$ cat src/rtl/bst_pkg.sv
package bst_pkg;

	localparam int POS_WIDTH    = 16;
	localparam int MAX_NAME_LEN = 255;
	localparam int LEN_W        = $clog2(MAX_NAME_LEN + 1);

	// output queue, depth must be a power of two
	localparam int Q_DEPTH = 4;
	localparam int PTR_W   = $clog2(Q_DEPTH);
	localparam int CNT_W   = $clog2(Q_DEPTH + 1);

	localparam logic [1:0] KIND_CHAR = 2'd0;
	localparam logic [1:0] KIND_INT  = 2'd1;
	localparam logic [1:0] KIND_NAME = 2'd2;
	localparam logic [1:0] KIND_END  = 2'd3;

	localparam logic [1:0] MODE_IDLE = 2'd0;
	localparam logic [1:0] MODE_INT  = 2'd1;
	localparam logic [1:0] MODE_NAME = 2'd2;

	localparam logic [7:0] CH_NUL  = 8'h00;
	localparam logic [7:0] CH_0    = 8'h30;
	localparam logic [7:0] CH_9    = 8'h39;
	localparam logic [7:0] CH_UPA  = 8'h41;
	localparam logic [7:0] CH_UPZ  = 8'h5a;
	localparam logic [7:0] CH_USCR = 8'h5f;
	localparam logic [7:0] CH_LOA  = 8'h61;
	localparam logic [7:0] CH_LOZ  = 8'h7a;

	typedef struct packed {
		logic [1:0]  token_kind;
		logic [7:0]  char_code;
		logic [63:0] int_value;
		logic [15:0] name_start;
		logic [7:0]  name_length;
		logic        last;
	} tok_t;

	// up to two tokens produced by one byte transfer
	typedef struct packed {
		logic [1:0] n;
		tok_t       t0;
		tok_t       t1;
	} push_t;

	function automatic logic is_digit(input logic [7:0] c);
		return (c >= CH_0) && (c <= CH_9);
	endfunction

	function automatic logic is_alpha(input logic [7:0] c);
		return ((c >= CH_LOA) && (c <= CH_LOZ)) || ((c >= CH_UPA) && (c <= CH_UPZ))
			|| (c == CH_USCR);
	endfunction

endpackage

$ cat src/rtl/bst_byte_if.sv
interface bst_byte_if;
	logic       valid;
	logic       ready;
	logic [7:0] char_byte;

	modport source (output valid, output char_byte, input ready);
	modport sink (input valid, input char_byte, output ready);
endinterface

$ cat src/rtl/bst_token_if.sv
interface bst_token_if;
	logic        valid;
	logic        ready;
	logic [1:0]  token_kind;
	logic [7:0]  char_code;
	logic [63:0] int_value;
	logic [15:0] name_start;
	logic [7:0]  name_length;
	logic        last;

	modport source (output valid, output token_kind, output char_code, output int_value,
		output name_start, output name_length, output last, input ready);
	modport sink (input valid, input token_kind, input char_code, input int_value,
		input name_start, input name_length, input last, output ready);
endinterface

$ cat src/rtl/bst_lex.sv
module bst_lex (
	input  logic           clk,
	input  logic           arst_n,
	input  logic           xfer,
	input  logic [7:0]     char_byte,
	output bst_pkg::push_t push
);
	import bst_pkg::*;

	logic [1:0]           mode_q, mode_d;
	logic [63:0]          acc_q, acc_d;
	logic [POS_WIDTH-1:0] pos_q, pos_d;
	logic [POS_WIDTH-1:0] start_q, start_d;
	logic [LEN_W-1:0]     len_q, len_d;

	logic dig, alp;
	logic run_v, trail_v, cont;
	tok_t run_tok, trail_tok;
	logic [63:0] digit;

	always_comb begin
		dig   = is_digit(char_byte);
		alp   = is_alpha(char_byte);
		digit = 64'(char_byte - CH_0);
		mode_d  = mode_q;
		acc_d   = acc_q;
		pos_d   = pos_q;
		start_d = start_q;
		len_d   = len_q;
		run_v   = 1'b0;
		trail_v = 1'b0;
		cont    = 1'b1;
		run_tok   = '0;
		trail_tok = '0;

		case (mode_q)
			MODE_INT: begin
				if (dig) begin
					acc_d = (acc_q << 3) + (acc_q << 1) + digit;
					pos_d = pos_q + POS_WIDTH'(1);
					cont  = 1'b0;
				end else begin
					run_v = 1'b1;
					run_tok.token_kind = KIND_INT;
					run_tok.int_value  = acc_q;
				end
			end
			MODE_NAME: begin
				if (dig || alp) begin
					if (len_q < LEN_W'(MAX_NAME_LEN))
						len_d = len_q + LEN_W'(1);
					pos_d = pos_q + POS_WIDTH'(1);
					cont  = 1'b0;
				end else begin
					run_v = 1'b1;
					run_tok.token_kind  = KIND_NAME;
					run_tok.name_start  = 16'(start_q);
					run_tok.name_length = 8'(len_q);
				end
			end
			default: ;
		endcase

		if (cont) begin
			mode_d = MODE_IDLE;
			if (char_byte == CH_NUL) begin
				trail_v = 1'b1;
				trail_tok.token_kind = KIND_END;
				pos_d = '0;
				acc_d = '0;
				len_d = '0;
			end else if (dig) begin
				mode_d = MODE_INT;
				acc_d  = digit;
				pos_d  = pos_q + POS_WIDTH'(1);
			end else if (alp) begin
				mode_d  = MODE_NAME;
				start_d = pos_q;
				len_d   = LEN_W'(1);
				pos_d   = pos_q + POS_WIDTH'(1);
			end else begin
				trail_v = 1'b1;
				trail_tok.token_kind = KIND_CHAR;
				trail_tok.char_code  = char_byte;
				pos_d = pos_q + POS_WIDTH'(1);
			end
		end

		run_tok.last   = !trail_v;
		trail_tok.last = 1'b1;

		push.n  = xfer ? (2'(run_v) + 2'(trail_v)) : 2'd0;
		push.t0 = run_v ? run_tok : trail_tok;
		push.t1 = trail_tok;
	end

	always_ff @(posedge clk or negedge arst_n) begin
		if (!arst_n) begin
			mode_q  <= MODE_IDLE;
			acc_q   <= '0;
			pos_q   <= '0;
			start_q <= '0;
			len_q   <= '0;
		end else if (xfer) begin
			mode_q  <= mode_d;
			acc_q   <= acc_d;
			pos_q   <= pos_d;
			start_q <= start_d;
			len_q   <= len_d;
		end
	end

	a_nul_pos: assert property (@(posedge clk) disable iff (!arst_n)
		(xfer && char_byte == CH_NUL) |=> (pos_q == '0 && mode_q == MODE_IDLE))
		else $error("position not cleared after end of text");
	a_two_last: assert property (@(posedge clk) disable iff (!arst_n)
		(push.n == 2'd2) |-> (!push.t0.last && push.t1.last))
		else $error("bad last marking on paired tokens");
	a_hold_state: assert property (@(posedge clk) disable iff (!arst_n)
		!xfer |=> ($stable(mode_q) && $stable(pos_q)))
		else $error("scan state changed without a transfer");
endmodule

$ cat src/rtl/bst_outq.sv
module bst_outq (
	input  logic             clk,
	input  logic             arst_n,
	input  bst_pkg::push_t   push,
	output logic             room,
	bst_token_if.source      tokens
);
	import bst_pkg::*;

	tok_t             mem [Q_DEPTH];
	logic [PTR_W-1:0] wp_q, rp_q;
	logic [CNT_W-1:0] cnt_q;
	logic             pop;
	tok_t             head;

	assign pop  = tokens.valid && tokens.ready;
	assign room = cnt_q <= CNT_W'(Q_DEPTH - 2);
	assign head = mem[rp_q];

	assign tokens.valid       = cnt_q != '0;
	assign tokens.token_kind  = head.token_kind;
	assign tokens.char_code   = head.char_code;
	assign tokens.int_value   = head.int_value;
	assign tokens.name_start  = head.name_start;
	assign tokens.name_length = head.name_length;
	assign tokens.last        = head.last;

	always_ff @(posedge clk) begin
		if (push.n != 2'd0)
			mem[wp_q] <= push.t0;
		if (push.n == 2'd2)
			mem[wp_q + PTR_W'(1)] <= push.t1;
	end

	always_ff @(posedge clk or negedge arst_n) begin
		if (!arst_n) begin
			wp_q  <= '0;
			rp_q  <= '0;
			cnt_q <= '0;
		end else begin
			wp_q  <= wp_q + PTR_W'(push.n);
			if (pop)
				rp_q <= rp_q + PTR_W'(1);
			cnt_q <= cnt_q + CNT_W'(push.n) - CNT_W'(pop);
		end
	end

	a_no_over: assert property (@(posedge clk) disable iff (!arst_n)
		(push.n != 2'd0) |-> (CNT_W'(cnt_q + CNT_W'(push.n) - CNT_W'(pop))
			<= CNT_W'(Q_DEPTH) && cnt_q + CNT_W'(push.n) >= CNT_W'(push.n)))
		else $error("output queue overflow");
	a_cnt_max: assert property (@(posedge clk) disable iff (!arst_n)
		cnt_q <= CNT_W'(Q_DEPTH))
		else $error("queue count out of range");
	a_pop_count: assert property (@(posedge clk) disable iff (!arst_n)
		(pop && push.n == 2'd0) |=> (cnt_q == $past(cnt_q) - CNT_W'(1)))
		else $error("queue count did not drop on transfer");
endmodule

$ cat src/rtl/byte_stream_tokenizer.sv
// channel  role    payload
// text     sink    char_byte[7:0]
// tokens   source  token_kind[1:0] char_code[7:0] int_value[63:0]
//                  name_start[15:0] name_length[7:0] last
//
// One byte per cycle: the scanner updates its state in the cycle of the transfer and
// writes zero, one or two tokens into a four-entry output queue.
// Tokens leave the queue one per cycle; a byte is taken while two entries are free.
// Reset clears the scan state and empties the queue; no clearing pass.
// A stalled token output fills the queue past two entries and then holds text.ready low.
module byte_stream_tokenizer (
	input logic         clk,
	input logic         arst_n,
	bst_byte_if.sink    text,
	bst_token_if.source tokens
);
	import bst_pkg::*;

	push_t push;
	logic  room;
	logic  xfer;

	assign text.ready = room;
	assign xfer       = text.valid && room;

	bst_lex u_lex (
		.clk       (clk),
		.arst_n    (arst_n),
		.xfer      (xfer),
		.char_byte (text.char_byte),
		.push      (push)
	);

	bst_outq u_outq (
		.clk    (clk),
		.arst_n (arst_n),
		.push   (push),
		.room   (room),
		.tokens (tokens)
	);
endmodule

$ cat src/flat_wrapper.sv
// flat-port wrapper written by rule: the top's interface ports become plain ports
module byte_stream_tokenizer_flat import bst_pkg::*;
  (clk, arst_n, text_valid, text_char_byte, text_ready, tokens_valid, tokens_token_kind, tokens_char_code, tokens_int_value, tokens_name_start, tokens_name_length, tokens_last, tokens_ready);
  bst_byte_if text_i ();
  bst_token_if tokens_i ();
  input logic clk;
  input logic arst_n;
  input wire logic [$bits(text_i.valid)-1:0] text_valid;
  input wire logic [$bits(text_i.char_byte)-1:0] text_char_byte;
  output wire logic [$bits(text_i.ready)-1:0] text_ready;
  output wire logic [$bits(tokens_i.valid)-1:0] tokens_valid;
  output wire logic [$bits(tokens_i.token_kind)-1:0] tokens_token_kind;
  output wire logic [$bits(tokens_i.char_code)-1:0] tokens_char_code;
  output wire logic [$bits(tokens_i.int_value)-1:0] tokens_int_value;
  output wire logic [$bits(tokens_i.name_start)-1:0] tokens_name_start;
  output wire logic [$bits(tokens_i.name_length)-1:0] tokens_name_length;
  output wire logic [$bits(tokens_i.last)-1:0] tokens_last;
  input wire logic [$bits(tokens_i.ready)-1:0] tokens_ready;
  assign text_i.valid = text_valid;
  assign text_i.char_byte = text_char_byte;
  assign text_ready = text_i.ready;
  assign tokens_valid = tokens_i.valid;
  assign tokens_token_kind = tokens_i.token_kind;
  assign tokens_char_code = tokens_i.char_code;
  assign tokens_int_value = tokens_i.int_value;
  assign tokens_name_start = tokens_i.name_start;
  assign tokens_name_length = tokens_i.name_length;
  assign tokens_last = tokens_i.last;
  assign tokens_i.ready = tokens_ready;
  byte_stream_tokenizer u_core (.clk(clk), .arst_n(arst_n), .text(text_i), .tokens(tokens_i));
endmodule
$ cat config.mk
export PLATFORM = sky130hd
export DESIGN_NAME = byte_stream_tokenizer_flat
export DESIGN_NICKNAME = d
export VERILOG_FILES = /design/src/rtl/bst_pkg.sv /design/src/rtl/bst_byte_if.sv /design/src/rtl/bst_token_if.sv /design/src/rtl/bst_lex.sv /design/src/rtl/bst_outq.sv /design/src/rtl/byte_stream_tokenizer.sv /design/src/flat_wrapper.sv
export SDC_FILE = /design/constraint.sdc
export NUM_CORES = 1
export LEC_CHECK = 0
export BUFFER_PORTS_ARGS = -buffer_cell sky130_fd_sc_hd__buf_2
export CORE_MARGIN = 2
export CORE_UTILIZATION = 30
export CTS_CLUSTER_SIZE = 10
export DETAILED_ROUTE_END_ITERATION = 12
export PLACE_DENSITY = 0.53
export SYNTH_ARGS = -nofsm -noshare
export SYNTH_HDL_FRONTEND = slang
export SYNTH_SLANG_ARGS = --single-unit
$ cat constraint.sdc
create_clock -name clk -period 4 [get_ports clk]
set_input_delay 0.6 -clock clk [delete_from_list [all_inputs] [get_ports clk]]
set_output_delay 0.6 -clock clk [all_outputs]
set_load 0.02 [all_outputs]
# Word level (Yosys, flattened, before mapping)
# Memories as Yosys holds them, arrays and structs flattened.
# Index checks and enable logic that the tools add are counted.
[word_totals] reg_bits=113 ram_bits=396 input_bits=12 word_cells=98 memories=1
[classes] add_sub_neg=11 order_cmp=8 n_eq_ne=6 mux=46 bitwise_logic=2 n_reduce_logical=16
[memory_table] name="u_core.u_outq.mem" words=4 word_bits=99 read_ports=1 rd_clocked_by_memory_dff=0 wr=2 line="bst_outq.sv:10" source="tok_t mem [Q_DEPTH];"
[op_table] operator="$mux W64" count=7
[op_table] operator="$add A64 B64 Y64" count=2
[op_table] operator="$mux W99" count=1
[op_table] operator="$mux W8" count=10
[op_table] operator="$mux W16" count=4
[op_table] operator="$mux W24" count=2
[op_table] operator="$pmux W16 S2" count=1
[op_table] operator="$add A16 B1 Y16 const B" count=1
[op_table] operator="$ge A8 B7 Y1 const B" count=2
[op_table] operator="$le A8 B7 Y1 const B" count=2
[op_table] operator="$mux W2" count=6
[op_table] operator="$mux W1" count=11
[op_table] operator="$mux W10" count=1
[op_table] operator="$sub A8 B6 Y9 const B" count=1
[op_table] operator="$add A8 B1 Y8 const B" count=1
[op_table] operator="$eq A8 B7 Y1 const B" count=1
[op_table] operator="$ge A8 B6 Y1 const B" count=1
[op_table] operator="$le A8 B6 Y1 const B" count=1
[op_table] operator="$logic_not A8 Y1" count=1
[op_table] operator="$lt A8 B8 Y1 const B" count=1
[op_table] operator="$ne A3 B3 Y1 const B" count=2
[op_table] operator="$reduce_bool A3 Y1" count=2
[op_table] operator="$logic_and A1 B1 Y1" count=5
[op_table] operator="$reduce_and A5 Y1" count=1
[op_table] operator="other kinds (16)" count=22

# Longest topological paths before layout
[logic_depth] ltp_word=13 depth_mapped=20

# Hierarchy
# From an unflattened synthesis, not the netlist that was laid out.
[unflattened] hier_cells=2330 hier_area_um2=30942.2
[by_module_without_submodules] mod="bst_outq" instances=1 cells_each=998 area_each_um2=19513.7 seq_area_each_um2=12066.6
[by_module_without_submodules] mod="bst_lex" instances=1 cells_each=1331 area_each_um2=11422.2 seq_area_each_um2=2652.5
[by_module_without_submodules] mod="byte_stream_tokenizer" instances=1 cells_each=1 area_each_um2=6.3 seq_area_each_um2=0.0

# Least setup slack after synthesis
# Ideal clock, no wire load.
[synth_timing] path_kind="input port to flip-flop" startpoint="input text_char_byte[4]" endpoint="register (tool-made name)" setup_ps=69 t_arrival_ps=6366 required_time_ps=3931 path_slack_ps=-2435 stages=15 n_path_buf=0 path_cell_list="ha_1 > or3_1 > inv_1 > fa_1 > ha_1 > a21oi_2 > o21bai_2 > a21oi_1 > o211a_1 > or4_4 > a31o_4 > o21ai_4 > a21oi_2 > or4_1 > nand3_1"
[synth_rtl] item="from (decl)" line="flat_wrapper.sv:9" source="input wire logic [$bits(text_i.char_byte)-1:0] text_char_byte;"

==> reports/metrics.cfg <==
[clock_network]
htree_levels=2
hold_buffers=0
clk_pin_slew_ns=0.06
cts_root_buf=clkbuf_16
cts_tree=done
clock-sinks=509
cts_inserted_buffers=60
cts_max_path_buffers=3
clk_latency_ns=0.65

[synthesis]
synth_top_area_share_pct=28.4
ys_warn_count=0
yosysSeqAreaShare_pct=44.4
synthMuxAreaShare_pct=9.72
yosys.area_share.simple_pct=7.75
synth_edf_count=40
synth_top_family_by_area=compound AO/OA/AOI/OAI gates
synth-async-reset-ratio_pct=22.2
synth_xor_area_share_pct=2.16
syn_nets=2404
syn_inst=2253
synth-main-ff-cell=dfxtp_1
synth_top_area_cell=dfxtp_1
synth_cell_types=85
syn_avg_cell_area_sq_um=11.1
synth-seq-cells=509
netlist_area_sq_um=25100
synth-compound-area-share_pct=23.3
post_synth_fa_ha_maj_area_fraction_pct=8.78
synth.area.top_cells=dfxtp_1 (28%), dfrtp_1 (11%), a22o_1 (10%)

[detailed_routing]
routed_wl_um=80600
drcViolationCount=0
wire_per_inst_um=21.5
drtAntennaViolNets=0
vias=20300
drt_pre_antenna_iters=5
drt_iter0_drc=1371
routed_via_density=5.42

[power]
p_clk_share_pct=23.5
fin_total_pwr_uw=22500
p_int_uw=13700
seqPwrFrac_pct=29.2
p_sw_uw=8780
power_density_nw_per_um2=705
switching_share_pct=39.0
leakage_uw=0.0134
combinationalPowerShare_pct=47.4
peakVddDrop_mv=0.411

[worst_setup_path]
critical_path_class=input pin to flop
cp.required_ns=4.52
critPathLaunch=text_char_byte[4]
start_kind=input pin
end_kind=flop
cp_max_fo=13
cp_data_arrival_time_ns=4.42

[floorplan]
die_x_um=293
num_rows=106
die_area_sq_um=86100
ios=113
start_util_pct=30.2
dieHeight_um=293
core_area_sq_um=83300

[sta]
worst_pin_slew_ns=1.01
setup_total_negative_slack_ns=0
rsz0062_at_grt=yes
fin_crit_ns=3.90
finalHoldViolations=0
slew_viol_final=0
finalCritPeriodShare_pct=97.6
clock_skew_ns=0.0267
finalSetupViolations=0
setup_ws_ns=0.0975
maxSlewHeadroom_pct=32.6
fmax_mhz=256

[finish]
fillers=8086
drive_gt1_share_pct=29.0
fin_nets=2782
multi_input_comb_area_sq_um=13500
final-seq-area_sq_um=11200
areaGrowthSynthToFinish_pct=27.1

[place]
preCtsSetupSlack_ns=-0.697
portBuffers=112
hpwl_um=56100
gp_congestion=0.906

[global_route]
grt_pass1_wl_um=126000
track_usage_pct=18.5
grt_max_degree=66
antenna_found_initial=0
grt_remaining_overflow=0
grt_pass1_vias=21400

[run_status]
status=complete, no violations

[worst_hold_path]
hold_class=input pin to asynchronous set/reset pin

[job]
max_cap_viol_count=0

[worst max-delay path, cell delays in order]
cell,delay [ns]
buf_2,0.12
ha_4,0.17
or3_4,0.39
clkinvlp_4,0.11
buf_12,0.17
buf_12,0.14
fa_2,0.45
ha_4,0.30
a21oi_2,0.06
o21bai_2,0.15
a21oi_2,0.08
o211a_1,0.22
or4_4,0.52
a31o_4,0.26
o21ai_4,0.14
a21oi_2,0.09
xnor2_1,0.14
a222oi_1,0.30
[metrics by stage]
step                hold WS [ns]  std cells  cell area, sq um  utilization, %
detailed placement         0.451       3643             29800            35.8
global placement           0.441       3643             29800            35.8
floorplan                  0.304       2253             25400               -
finish                    0.0525       3756             31900            38.3
global route              0.0894       3755             31900            38.3
CTS                       0.0513       3749             31700            38.1
[per-layer routing]
layer | track usage [%] | routed length [um]
met4 | 5.50 | 2010
met3 | 2.69 | 3770
met2 | 32.3 | 40200
met1 | 23.7 | 34700
met5 | 0 | 0
[kinds of logic (layout without fill, tap and decap cells)]
| kind of cell | count (synthesis) | after routing |
|---|---|---|
| compound gates | 781 | 781 |
| xor+xnor | 62 | 62 |
| fa+ha+maj | 139 | 139 |
| buf+inv | 249 | 671 |
| flops | 509 | 509 |
| mux | 118 | 118 |
| other cells | 0 | 1 |
| simple gates | 395 | 395 |
[power by group through the flow]
stage / clock (uW) / combinational, uW / sequential (uW)
after floorplan: 0 / 6300 / 6250
after global placement: 0 / 10400 / 6640
after detailed placement: 0 / 10500 / 6680
after CTS: 5420 / 10500 / 6570
after global routing: 5610 / 11700 / 6670
final: 5280 / 10700 / 6570
[flip-flops by register name, summed over array words and instances, names as in the netlist, named ones only]
name                  cells
u_core.u_lex.acc_q       18
u_core.u_outq.mem       396
u_core.u_lex.mode_q       2
u_core.u_lex.len_q        8
u_core.u_lex.start_q     16
u_core.u_lex.pos_q       16
u_core.u_outq.cnt_q       3
u_core.u_outq.rp_q        2
u_core.u_outq.wp_q        2
[path summary, 6_finish.rpt]
check | slack (ns) | cells after the start | to
min in group clk | 0.36 | 2 | flop
max in group asynchronous | 3.02 | 2 | asynchronous set/reset pin
hold / removal | 0.05 | 1 | u_core.u_lex.pos_q[2]
hold reg to reg | 0.46 | 1 | u_core.u_outq.mem[2][0]
setup reg to reg | 0.35 | 14 | flop
setup / recovery | 0.1 | 18 | flop
[cell usage in the layout (no fill, tap or decap), types with 8 or more instances in the layout]
cell type / n
nand3_1: 30
nor2_1: 81
a22o_1: 289
nor3_1: 24
xor2_1: 28
clkbuf_1: 33
buf_4: 330
a21oi_2: 14
nor2b_1: 23
a21o_1: 36
o21ai_0: 95
or3_1: 8
o31ai_1: 9
buf_12: 30
edfxtp_1: 40
a21oi_1: 120
o22ai_1: 8
fa_1: 59
o21bai_1: 9
a32o_1: 67
nand4_1: 22
dfrtp_1: 111
clkbuf_16: 63
and2_1: 13
nand2_1: 108
buf_2: 111
inv_1: 90
a31oi_1: 11
nand2b_1: 22
mux2_2: 17
dfxtp_1: 356
ha_4: 13
o21ai_1: 38
ha_1: 63
xnor2_1: 34
mux4_2: 99
and3_1: 17
[area by class of cell]
cell class	count	area share, %
Multi-Input combinational cell	1495	42.3
Sequential cell	509	35.0
Timing Repair Buffer	474	11.5
Clock buffer	98	5.41
Tap cell	1080	4.23
Inverter	91	1.08
Clock inverter	8	0.474
Antenna cell	1	0.00784
[timing repair]
| item | in CTS | in global routing |
|---|---|---|
| endpoints found under the setup margin | 1 | 24 |
| setup buffers | 0 | 6 |
| gates resized for setup | 1 | 31 |
| pin swaps | 0 | 9 |
[Yosys cell counts, drive strengths merged (4+ instances only)]
cell    count
buf        40
nand2     110
fa         62
ha         77
nor2b      25
a21o       36
a22o      289
xnor2      34
and2       14
a32o       67
nor4        7
a221o       4
mux2       17
clkbuf    118
dfrtp     113
xor2       28
nor3       33
o21bai     12
inv        91
a21oi     136
o211ai      5
nand2b     23
nor2       92
nand3      30
dfxtp     356
o22a        4
a221oi      6
o21ai     143
nand4      22
o22ai       8
or3        10
o31ai      12
edfxtp     40
a211oi      6
or2         6
mux4       99
and3       17
a31oi      13
o21a        6
a31o        4
a21boi      4
(Power assumes the default switching activity.)
